===== config.mk =====
export PLATFORM = sky130hd
export DESIGN_NAME = dcc_packet_waveform_generator
export DESIGN_NICKNAME = d
export VERILOG_FILES = /design/src/sv/dccpwg_pkg.sv /design/src/sv/dcc_packet_waveform_generator.sv /design/src/sv/dccpwg_front.sv /design/src/sv/dccpwg_queue.sv /design/src/sv/dccpwg_back.sv
export SDC_FILE = /design/constraint.sdc
export NUM_CORES = 1
export LEC_CHECK = 0
export BUFFER_PORTS_ARGS = -buffer_cell sky130_fd_sc_hd__clkbuf_2
export CAP_MARGIN = 20
export CORE_ASPECT_RATIO = 1.2
export CORE_MARGIN = 10
export CORE_UTILIZATION = 67
export DETAILED_ROUTE_END_ITERATION = 12
export PLACE_DENSITY = 0.83
export REMOVE_ABC_BUFFERS = 1
export SYNTH_ARGS = -nofsm -noshare
export SYNTH_HDL_FRONTEND = slang
export SYNTH_SLANG_ARGS = --single-unit
export TNS_END_PERCENT = 1

===== constraint.sdc =====
create_clock -name clk -period 23.1 [get_ports clk]
set_input_delay 4.62 -clock clk [delete_from_list [all_inputs] [get_ports clk]]
set_output_delay 4.62 -clock clk [all_outputs]
set_load 0.1 [all_outputs]

===== src/sv/dccpwg_pkg.sv =====
// shared types and constants for the dcc packet waveform generator
package dccpwg_pkg;

	typedef enum logic [1:0] {
		ACT_TICK  = 2'd0,
		ACT_IDLE  = 2'd1,
		ACT_SPEED = 2'd2,
		ACT_FUNC  = 2'd3
	} action_t;

	typedef enum logic [1:0] {
		REG_ONE_HALF  = 2'd0,
		REG_ZERO_HALF = 2'd1,
		REG_PREAMBLE  = 2'd2,
		REG_REPEAT    = 2'd3
	} reg_index_t;

	localparam int QUEUE_DEPTH = 2;

	localparam logic [7:0] ONE_HALF_RESET  = 8'd58;
	localparam logic [7:0] ZERO_HALF_RESET = 8'd100;
	localparam logic [4:0] PREAMBLE_RESET  = 5'd14;
	localparam logic [3:0] REPEAT_RESET    = 4'd3;

	localparam logic [7:0] BYTE_ONES   = 8'hFF;
	localparam logic [7:0] BYTE_ZERO   = 8'h00;
	localparam logic [7:0] FUNC_GROUP  = 8'h80;
	localparam logic [7:0] SPEED_INSTR = 8'h3F;
	localparam logic [7:0] SPEED_MAX   = 8'd127;

	typedef struct packed {
		logic [7:0] one_half;
		logic [7:0] zero_half;
		logic [4:0] preamble;
		logic [3:0] repeats;
	} cfg_t;

	// classified request as it sits in the queue
	typedef struct packed {
		action_t     kind;
		logic [6:0]  address;
		logic [31:0] bytes;
		logic [4:0]  mask;
		logic        on;
	} item_t;

endpackage


===== src/sv/dcc_packet_waveform_generator.sv =====
// top level of the dcc packet waveform generator
//
//  channel  | handshake                        | payload
//  ---------+----------------------------------+------------------------------------------
//  in       | in_valid / in_stall              | action address forward speed
//           |                                  | function_mask switch_on
//  out      | out_valid / out_stall            | rail_a rail_b busy_res accepted
//  cfg      | cfg_we (cfg_index, cfg_data)     | one_half, zero_half, preamble, repeat
//
// one request per clock sustained while out_stall allows; each request passes the queue, then
// the result register (read straight from the queue); back end retires one per unstalled cycle
// in_stall rises only when the QUEUE_DEPTH-entry queue is full
// out_stall holds the result register; the queue keeps absorbing requests meanwhile
// arst_n clears all packet state and loads the register defaults at once
module dcc_packet_waveform_generator #(
	parameter int QUEUE_DEPTH = dccpwg_pkg::QUEUE_DEPTH
) (
	input  logic       clk,
	input  logic       arst_n,
	input  logic       in_valid,
	output logic       in_stall,
	input  logic [1:0] action,
	input  logic [6:0] address,
	input  logic       forward,
	input  logic [7:0] speed,
	input  logic [4:0] function_mask,
	input  logic       switch_on,
	output logic       out_valid,
	input  logic       out_stall,
	output logic       rail_a,
	output logic       rail_b,
	output logic       busy_res,
	output logic       accepted,
	input  logic       cfg_we,
	input  logic [1:0] cfg_index,
	input  logic [7:0] cfg_data
);
	dccpwg_pkg::cfg_t  cfg_q;
	dccpwg_pkg::item_t front_item;
	dccpwg_pkg::item_t q_item;
	logic              push;
	logic              pop;
	logic              q_valid;
	logic              q_full;

	always_ff @(posedge clk or negedge arst_n) begin
		if (!arst_n) begin
			cfg_q.one_half  <= dccpwg_pkg::ONE_HALF_RESET;
			cfg_q.zero_half <= dccpwg_pkg::ZERO_HALF_RESET;
			cfg_q.preamble  <= dccpwg_pkg::PREAMBLE_RESET;
			cfg_q.repeats   <= dccpwg_pkg::REPEAT_RESET;
		end else if (cfg_we) begin
			case (dccpwg_pkg::reg_index_t'(cfg_index))
				dccpwg_pkg::REG_ONE_HALF:  cfg_q.one_half  <= cfg_data;
				dccpwg_pkg::REG_ZERO_HALF: cfg_q.zero_half <= cfg_data;
				dccpwg_pkg::REG_PREAMBLE:  cfg_q.preamble  <= cfg_data[4:0];
				dccpwg_pkg::REG_REPEAT:    cfg_q.repeats   <= cfg_data[3:0];
				default: begin
				end
			endcase
		end
	end

	dccpwg_front u_front (
		.action        (in_valid),
		.action_code   (action),
		.address       (address),
		.forward       (forward),
		.speed         (speed),
		.function_mask (function_mask),
		.switch_on     (switch_on),
		.queue_full    (q_full),
		.push          (push),
		.in_stall      (in_stall),
		.item          (front_item)
	);

	dccpwg_queue #(
		.DEPTH (QUEUE_DEPTH)
	) u_queue (
		.clk       (clk),
		.arst_n    (arst_n),
		.push      (push),
		.wr_item   (front_item),
		.pop       (pop),
		.rd_item   (q_item),
		.not_empty (q_valid),
		.full      (q_full)
	);

	dccpwg_back u_back (
		.clk       (clk),
		.arst_n    (arst_n),
		.cfg       (cfg_q),
		.q_valid   (q_valid),
		.q_item    (q_item),
		.pop       (pop),
		.out_valid (out_valid),
		.out_stall (out_stall),
		.rail_a    (rail_a),
		.rail_b    (rail_b),
		.busy_res  (busy_res),
		.accepted  (accepted)
	);

endmodule


===== src/sv/dccpwg_front.sv =====
// front end: takes requests and classifies them, building idle and speed packets
module dccpwg_front (
	input  logic                action,
	input  logic [1:0]          action_code,
	input  logic [6:0]          address,
	input  logic                forward,
	input  logic [7:0]          speed,
	input  logic [4:0]          function_mask,
	input  logic                switch_on,
	input  logic                queue_full,
	output logic                push,
	output logic                in_stall,
	output dccpwg_pkg::item_t   item
);
	logic [7:0] sat;
	logic [7:0] speed_byte;
	logic [7:0] addr_byte;

	assign in_stall   = queue_full;
	assign push       = action & ~queue_full;
	assign sat        = (speed > dccpwg_pkg::SPEED_MAX) ? dccpwg_pkg::SPEED_MAX : speed;
	assign speed_byte = {forward, sat[6:0]};
	assign addr_byte  = {1'b0, address};

	always_comb begin
		item.kind    = dccpwg_pkg::action_t'(action_code);
		item.address = address;
		item.mask    = function_mask;
		item.on      = switch_on;
		case (dccpwg_pkg::action_t'(action_code))
			dccpwg_pkg::ACT_IDLE: begin
				item.bytes = {dccpwg_pkg::BYTE_ONES, dccpwg_pkg::BYTE_ZERO,
					dccpwg_pkg::BYTE_ONES, dccpwg_pkg::BYTE_ZERO};
			end
			dccpwg_pkg::ACT_SPEED: begin
				item.bytes = {addr_byte, dccpwg_pkg::SPEED_INSTR, speed_byte,
					addr_byte ^ dccpwg_pkg::SPEED_INSTR ^ speed_byte};
			end
			default: begin
				// function packets need the kept state, built at the back end
				item.bytes = '0;
			end
		endcase
	end

endmodule


===== src/sv/dccpwg_queue.sv =====
// short fifo between front and back ends
module dccpwg_queue #(
	parameter int DEPTH = dccpwg_pkg::QUEUE_DEPTH
) (
	input  logic              clk,
	input  logic              arst_n,
	input  logic              push,
	input  dccpwg_pkg::item_t wr_item,
	input  logic              pop,
	output dccpwg_pkg::item_t rd_item,
	output logic              not_empty,
	output logic              full
);
	localparam int PW = (DEPTH > 1) ? $clog2(DEPTH) : 1;
	localparam int CW = $clog2(DEPTH + 1);
	localparam logic [PW-1:0] LAST = PW'(DEPTH - 1);
	localparam logic [CW-1:0] FULL_COUNT = CW'(DEPTH);

	dccpwg_pkg::item_t entries_q [DEPTH];
	logic [PW-1:0] wr_ptr_q;
	logic [PW-1:0] rd_ptr_q;
	logic [CW-1:0] count_q;

	assign full      = (count_q == FULL_COUNT);
	assign not_empty = (count_q != '0);
	assign rd_item   = entries_q[rd_ptr_q];

	always_ff @(posedge clk) begin
		if (push) begin
			entries_q[wr_ptr_q] <= wr_item;
		end
	end

	always_ff @(posedge clk or negedge arst_n) begin
		if (!arst_n) begin
			wr_ptr_q <= '0;
			rd_ptr_q <= '0;
			count_q  <= '0;
		end else begin
			if (push) begin
				wr_ptr_q <= (wr_ptr_q == LAST) ? '0 : wr_ptr_q + PW'(1);
			end
			if (pop) begin
				rd_ptr_q <= (rd_ptr_q == LAST) ? '0 : rd_ptr_q + PW'(1);
			end
			if (push && !pop) begin
				count_q <= count_q + CW'(1);
			end else if (pop && !push) begin
				count_q <= count_q - CW'(1);
			end
		end
	end

endmodule


===== src/sv/dccpwg_back.sv =====
// back end: packet state, bit sequencer, half-bit timer and result register
module dccpwg_back (
	input  logic              clk,
	input  logic              arst_n,
	input  dccpwg_pkg::cfg_t  cfg,
	input  logic              q_valid,
	input  dccpwg_pkg::item_t q_item,
	output logic              pop,
	output logic              out_valid,
	input  logic              out_stall,
	output logic              rail_a,
	output logic              rail_b,
	output logic              busy_res,
	output logic              accepted
);
	logic [4:0]  func_q;
	logic [31:0] bytes_q;
	logic [2:0]  count_q;
	logic [5:0]  pos_q;
	logic        cur_q;
	logic        phase_q;
	logic [7:0]  timer_q;
	logic [3:0]  reps_q;
	logic        sending_q;
	logic        sent_once_q;
	logic        out_valid_q;

	logic [4:0]  n_func;
	logic [31:0] n_bytes;
	logic [2:0]  n_count;
	logic [5:0]  n_pos;
	logic        n_cur;
	logic        n_phase;
	logic [7:0]  n_timer;
	logic [3:0]  n_reps;
	logic        n_sending;
	logic        n_sent_once;

	logic        ra;
	logic        rb;
	logic        acc;
	logic        start;
	logic        load;
	logic        bit_v;
	logic [5:0]  np;
	logic [5:0]  nine_n;
	logic [3:0]  reps_cfg;
	logic [7:0]  b0;
	logic [7:0]  b1;
	logic [4:0]  fs_new;

	function automatic logic [7:0] half_len(input logic v, input dccpwg_pkg::cfg_t c);
		logic [7:0] t;
		t = v ? c.one_half : c.zero_half;
		return (t == 8'd0) ? 8'd1 : t;
	endfunction

	// position splits into byte k and slot j (slot 0 is the start bit), k = pos*57 >> 9
	function automatic logic bit_at(input logic so, input logic [5:0] pos,
			input logic [31:0] b, input logic [2:0] n);
		logic [11:0] prod;
		logic [2:0]  k;
		logic [5:0]  j;
		logic [5:0]  lim;
		logic [5:0]  idx;
		prod = {6'd0, pos} * 12'd57;
		k    = prod[11:9];
		j    = pos - ({k, 3'b000} + {3'b000, k});
		lim  = {n, 3'b000} + {3'b000, n};
		idx  = 6'd32 - {1'b0, k[1:0], 3'b000} - j;
		if (!so || pos >= lim) begin
			return 1'b1;
		end else if (j == 6'd0 || k > 3'd3) begin
			return 1'b0;
		end else begin
			return b[idx[4:0]];
		end
	endfunction

	assign pop       = q_valid & (~out_valid_q | ~out_stall);
	assign out_valid = out_valid_q;
	assign nine_n    = {count_q, 3'b000} + {3'b000, count_q};
	assign reps_cfg  = (cfg.repeats == 4'd0) ? 4'd1 : cfg.repeats;
	assign b0        = {1'b0, q_item.address};
	assign fs_new    = q_item.on ? (func_q | q_item.mask) : (func_q & ~q_item.mask);
	assign b1        = dccpwg_pkg::FUNC_GROUP | {3'b000, fs_new};

	always_comb begin
		n_func      = func_q;
		n_bytes     = bytes_q;
		n_count     = count_q;
		n_pos       = pos_q;
		n_cur       = cur_q;
		n_phase     = phase_q;
		n_timer     = timer_q;
		n_reps      = reps_q;
		n_sending   = sending_q;
		n_sent_once = sent_once_q;
		ra          = 1'b0;
		rb          = 1'b0;
		acc         = 1'b0;
		start       = 1'b0;
		load        = 1'b0;
		np          = pos_q + 6'd1;
		bit_v       = 1'b0;

		if (q_item.kind == dccpwg_pkg::ACT_TICK) begin
			if (sending_q) begin
				ra = ~phase_q;
				rb = phase_q;
				if (timer_q > 8'd1) begin
					n_timer = timer_q - 8'd1;
				end else if (!phase_q) begin
					n_phase = 1'b1;
					n_timer = half_len(cur_q, cfg);
				end else if (!sent_once_q) begin
					// preamble ends as soon as the count reaches the configured length
					if (np >= {1'b0, cfg.preamble}) begin
						n_sent_once = 1'b1;
						n_pos       = 6'd0;
					end else begin
						n_pos = np;
					end
					load = 1'b1;
				end else if (pos_q >= nine_n) begin
					if (reps_q > 4'd1) begin
						n_reps = reps_q - 4'd1;
						start  = 1'b1;
					end else begin
						n_reps    = 4'd0;
						n_sending = 1'b0;
						n_phase   = 1'b0;
						n_timer   = 8'd0;
					end
				end else begin
					n_pos = np;
					load  = 1'b1;
				end
			end
		end else if (!sending_q) begin
			acc       = 1'b1;
			n_sending = 1'b1;
			start     = 1'b1;
			case (q_item.kind)
				dccpwg_pkg::ACT_IDLE: begin
					n_bytes = q_item.bytes;
					n_count = 3'd3;
					n_reps  = 4'd1;
				end
				dccpwg_pkg::ACT_SPEED: begin
					n_bytes = q_item.bytes;
					n_count = 3'd4;
					n_reps  = reps_cfg;
				end
				default: begin
					n_func  = fs_new;
					n_bytes = {b0, b1, b0 ^ b1, dccpwg_pkg::BYTE_ZERO};
					n_count = 3'd3;
					n_reps  = reps_cfg;
				end
			endcase
		end

		if (start) begin
			n_pos       = 6'd0;
			n_sent_once = (cfg.preamble == 5'd0);
			load        = 1'b1;
		end
		if (load) begin
			bit_v   = bit_at(n_sent_once, n_pos, n_bytes, n_count);
			n_cur   = bit_v;
			n_phase = 1'b0;
			n_timer = half_len(bit_v, cfg);
		end
		if (q_item.kind != dccpwg_pkg::ACT_TICK && n_sending) begin
			ra = ~n_phase;
			rb = n_phase;
		end
	end

	always_ff @(posedge clk or negedge arst_n) begin
		if (!arst_n) begin
			func_q      <= '0;
			bytes_q     <= '0;
			count_q     <= '0;
			pos_q       <= '0;
			cur_q       <= 1'b0;
			phase_q     <= 1'b0;
			timer_q     <= '0;
			reps_q      <= '0;
			sending_q   <= 1'b0;
			sent_once_q <= 1'b0;
			out_valid_q <= 1'b0;
		end else begin
			if (pop) begin
				func_q      <= n_func;
				bytes_q     <= n_bytes;
				count_q     <= n_count;
				pos_q       <= n_pos;
				cur_q       <= n_cur;
				phase_q     <= n_phase;
				timer_q     <= n_timer;
				reps_q      <= n_reps;
				sending_q   <= n_sending;
				sent_once_q <= n_sent_once;
				out_valid_q <= 1'b1;
			end else if (!out_stall) begin
				out_valid_q <= 1'b0;
			end
		end
	end

	always_ff @(posedge clk) begin
		if (pop) begin
			rail_a   <= ra;
			rail_b   <= rb;
			busy_res <= n_sending;
			accepted <= acc;
		end
	end

endmodule


==> results.md <==
- In the synthesized netlist, the number of instances is 977.
- Headroom to the max-slew limit came out at 29.0%.
- The via count is 7843.
- The worst-case IR drop observed on VDD is 85.6 µV.
- The delay of the slowest cell on the worst path is 770 ps.
- The count of pins on the block boundary is 45.
- The cell sitting at the root of the clock tree is a sky130_fd_sc_hd__clkbuf_16.
- The flow ran to the end, and the final reports show no timing, DRC or antenna violations.
- The clock tree from TritonCTS is built.
- The setup fix buffers added after clock tree synthesis is 0.
- The startpoint-to-endpoint class of the critical path is flop to flop.
- The cell with the largest stage delay on the worst path is sky130_fd_sc_hd__or2_1.
- Synthesis instantiated 80 different standard cells from the library.
- The most prevalent standard cell on the critical path is sky130_fd_sc_hd__ha_1.
- The layout overhead on the synthesized area is 9.60%.
- The final period demand of the worst path is 9510 ps.
- Counting flops and latches in the post-synthesis netlist gives 176.
- The power density over cell area is 130 nW/µm².
- The clock tree synthesis step divided the H-tree into 4 levels.
- In this run the tool buffered the top-level ports with 44 buffer cells.
- The number of enable flip-flop cells after synthesis is 84.
- The sort of element at the end of the critical path is a flop.
- The count of nets left with antenna violations once routing finished came out at 0.
- The residual DRC count is 0.
- The final-report setup violation count is 0.
- In the post-synthesis netlist, the biggest area contributors are sky130_fd_sc_hd__edfxtp_1 (24%), sky130_fd_sc_hd__dfrtp_1 (19%), sky130_fd_sc_hd__ha_1 (7.7%), sky130_fd_sc_hd__mux2_2 (4.6%), sky130_fd_sc_hd__nand2_1 (4.6%).
- The cts-stage hold buffer count is 0.
- The first detailed-routing pass took 5 iterations.
- In the global route stage, overall resource usage came out at 24.1%.
- The tightest min-delay check is of the flop to flop type.
- The global-route wire length before repair is 40900 µm.
- The final max-slew violation count is 0.
- The total count of hold-check failures in the final report is 0.
- The fraction of layout instances using a drive strength above 1 is 17.3%.
- The area share of the leading cell type in the synthesized netlist is 24.2%.
- The die span in y is 157 µm.
- The analysis attributes to cell leakage a power of 4.98 nW.
- The wire length reported by the detailed router is 24600 µm.
- The number of antenna diodes in the final layout is 0.
- The detailed router finished its first iteration with 893 violations.
- The worst setup path is launched from a flop.
- In the layout the commonest cells are sky130_fd_sc_hd__nand2_1 (127), sky130_fd_sc_hd__edfxtp_1 (84), sky130_fd_sc_hd__dfrtp_1 (79).
- The net total in the final layout is 1113.
- The maximum clock frequency is 0.105 GHz.
- The share of the clock period used by the worst path after layout is 41.2%.
- Each instance of the synthesized netlist takes up on average 10.7 µm².
- Leaving out fill and tap cells, the most frequent cell in the layout is sky130_fd_sc_hd__nand2_1.
- The proportion of register bits with asynchronous set or reset after synthesis is 52.3%.
- The number of buffers inserted during clock tree synthesis is 17.
- In this run the core area contains 49 standard-cell rows.
- The clock drives 176 sinks.
- The area of the core is 15100 µm².
- For this run, the register share of the synthesized area comes to 46.4%.
- The filler cells instantiated in the layout total 1005.
- After clock tree synthesis, the clock-pin slew on the worst setup and hold paths is 70 ps.
- Hold timing on the final database bottoms out at a slack of 481 ps.
- The synthesized design spends more area on one cell type than any other, namely sky130_fd_sc_hd__edfxtp_1.
- The latest clock arrival within the worst-skew pair is 440 ps.
- The share of the core filled with cells in the final layout is 75.5%.
- In the global route stage, met1 resource usage came out at 27.6%.
- For this run the aggregate overflow at the end of global routing stands at 0.
- The count of yosys warnings during synthesis is 0.
- The overall die area is 21000 µm².
- The via count of the first global-routing pass was 8030.
- Setup repair after global routing left no endpoint under its margin.
- In the synthesized netlist the dominant register cell turns out to be sky130_fd_sc_hd__edfxtp_1.
- The global routing usage on met3 is 4.90%.
- The cell area after synthesis is 10400 µm².
- The met2 usage is 42.7%.
- The initial antenna violation count is 0.
- The congestion estimate from routability-driven global placement came to 0.932.
- The sequential cell area in the final layout is 4840 µm².
- The number of gates resized after CTS is 0.
- The maximum number of pins on one net before global-route repair is 68.
- The sum of buffers and inverters on the critical path is 2.
- The multi-input combinational cells in the finished layout cover a total of 5200 µm².
- Along the worst path, the maximum fanout reaches 37.
- The half-perimeter wire length of the detailed placement result is 17300 µm.
- Measured along the x axis, the die boundary spans 134 µm.
- STA puts the critical path data required time at 23450 ps.
- The vias per cell is 6.42.
- At the worst endpoint, the arrival time is 9860 ps.
- The clock passes through at most 2 buffers.
- For the pin with the worst max-slew slack, the measured transition is 1060 ps.
- Across the run, the number of max-cap violations was 0.
- Grouping stages by cell kind, the critical path spends the most delay in compound AO/OA/AOI/OAI gates.
- The final total negative setup slack is 0 ps.
- The average wire per cell in the routed design is 20.1 µm.
- The clock tree skew after final layout is 13.5 ps.
- For this configuration, the core starts out at a cell density of 68.9%.
- After global routing, the most crowded layer is met2.
## worst min-delay path, delay by kind of cell (launching register included)
kind / cells / cell delay [ps]
flops: 1 / 340
simple gates: 2 / 110
## through the flow
stage | cells | setup slack [ps] | instance area, µm² | total power [mW]
floorplan | 933 | 13890 | 10200 | 0.987
global placement | 1187 | 14130 | 10800 | 1.15
detailed placement | 1189 | 13800 | 10800 | 1.17
CTS | 1221 | 13720 | 11400 | 1.47
global route | 1222 | 13080 | 11400 | 1.56
finish | 1222 | 13590 | 11400 | 1.48
## cell type report
class	count	area share (%)
clock buffer	17	3.72
timing repair buffer	53	2.82
inverter	55	1.83
multi-input combinational	702	45.5
tap	204	2.23
sequential	176	42.4
clock inverter	15	1.49
## routing by layer
layer,up-vias,part of all wire [%]
li1,3623,-
met1,3803,39
met2,347,52
met3,70,5.5
met4,0,3.3
met5,-,0
## cells in the mapped netlist (7+ instances only)
library cell,instances
sky130_fd_sc_hd__clkbuf_1,28
sky130_fd_sc_hd__a21oi_1,53
sky130_fd_sc_hd__o21ai_0,56
sky130_fd_sc_hd__inv_1,52
sky130_fd_sc_hd__edfxtp_1,84
sky130_fd_sc_hd__xor2_1,8
sky130_fd_sc_hd__mux4_2,17
sky130_fd_sc_hd__and3_1,7
sky130_fd_sc_hd__buf_2,11
sky130_fd_sc_hd__mux2i_1,37
sky130_fd_sc_hd__a211oi_1,7
sky130_fd_sc_hd__xnor2_1,26
sky130_fd_sc_hd__nand4_1,7
sky130_fd_sc_hd__nor3_1,21
sky130_fd_sc_hd__nor2b_1,7
sky130_fd_sc_hd__mux2_2,43
sky130_fd_sc_hd__ha_1,64
sky130_fd_sc_hd__a21o_1,10
sky130_fd_sc_hd__nand2b_1,11
sky130_fd_sc_hd__nor2_1,61
sky130_fd_sc_hd__nand2_1,127
sky130_fd_sc_hd__nand3_1,18
sky130_fd_sc_hd__a31oi_1,20
sky130_fd_sc_hd__o22ai_1,7
sky130_fd_sc_hd__dfstp_2,12
sky130_fd_sc_hd__dfrtp_1,80
## logic make-up (layout without fill, tap and decap cells)
| group | count (synthesis) | in the layout | share of synthesized area (%) |
|---|---|---|---|
| AOI/OAI and AO/OA | 215 | 215 | 13.5 |
| xor gates and xnor gates | 35 | 35 | 3.07 |
| adders and majority gates | 69 | 69 | 8.64 |
| buffers and inverters | 99 | 140 | 3.76 |
| DFF | 176 | 176 | 46.4 |
| muxes | 99 | 99 | 12.1 |
| and+or+nand+nor | 284 | 284 | 12.5 |
## report_power, final
part	leakage, nW	switching, mW	total, mW	internal (mW)
registers	1.90	0.0725	0.507	0.435
logic	2.79	0.429	0.685	0.255
clock network	0.290	0.134	0.288	0.154
total	4.98	0.636	1.48	0.844
## registers in the layout, summed over array words and instances, names as in the netlist, 3 cells and up
signal / count
u_back.count_q: 3
u_back.reps_q: 4
u_queue.entries_q: 80
u_back.timer_q: 8
u_back.pos_q: 6
u_back.func_q: 5
cfg_q: 25
u_back.bytes_q: 32
## worst paths after layout
check	to	slack (ps)	depth (start not counted)	from
max reg2reg	u_back.timer_q[0]$_DFFE_PN0P_	13590	30	u_queue.rd_ptr_q$_DFFE_PN0P_
max	u_back.timer_q[0]$_DFFE_PN0P_	13590	30	u_queue.rd_ptr_q$_DFFE_PN0P_
min reg2reg	u_back.out_valid$_DFFE_PN0P_	480	2	u_back.out_valid$_DFFE_PN0P_
max in group asynchronous	u_queue.rd_ptr_q$_DFFE_PN0P_	17770	2	arst_n
min	u_back.out_valid$_DFFE_PN0P_	480	2	u_back.out_valid$_DFFE_PN0P_
min in group asynchronous	u_back.func_q[2]$_DFFE_PN0P_	4080	1	arst_n
No activity file was read; power rests on OpenSTA's default activity.
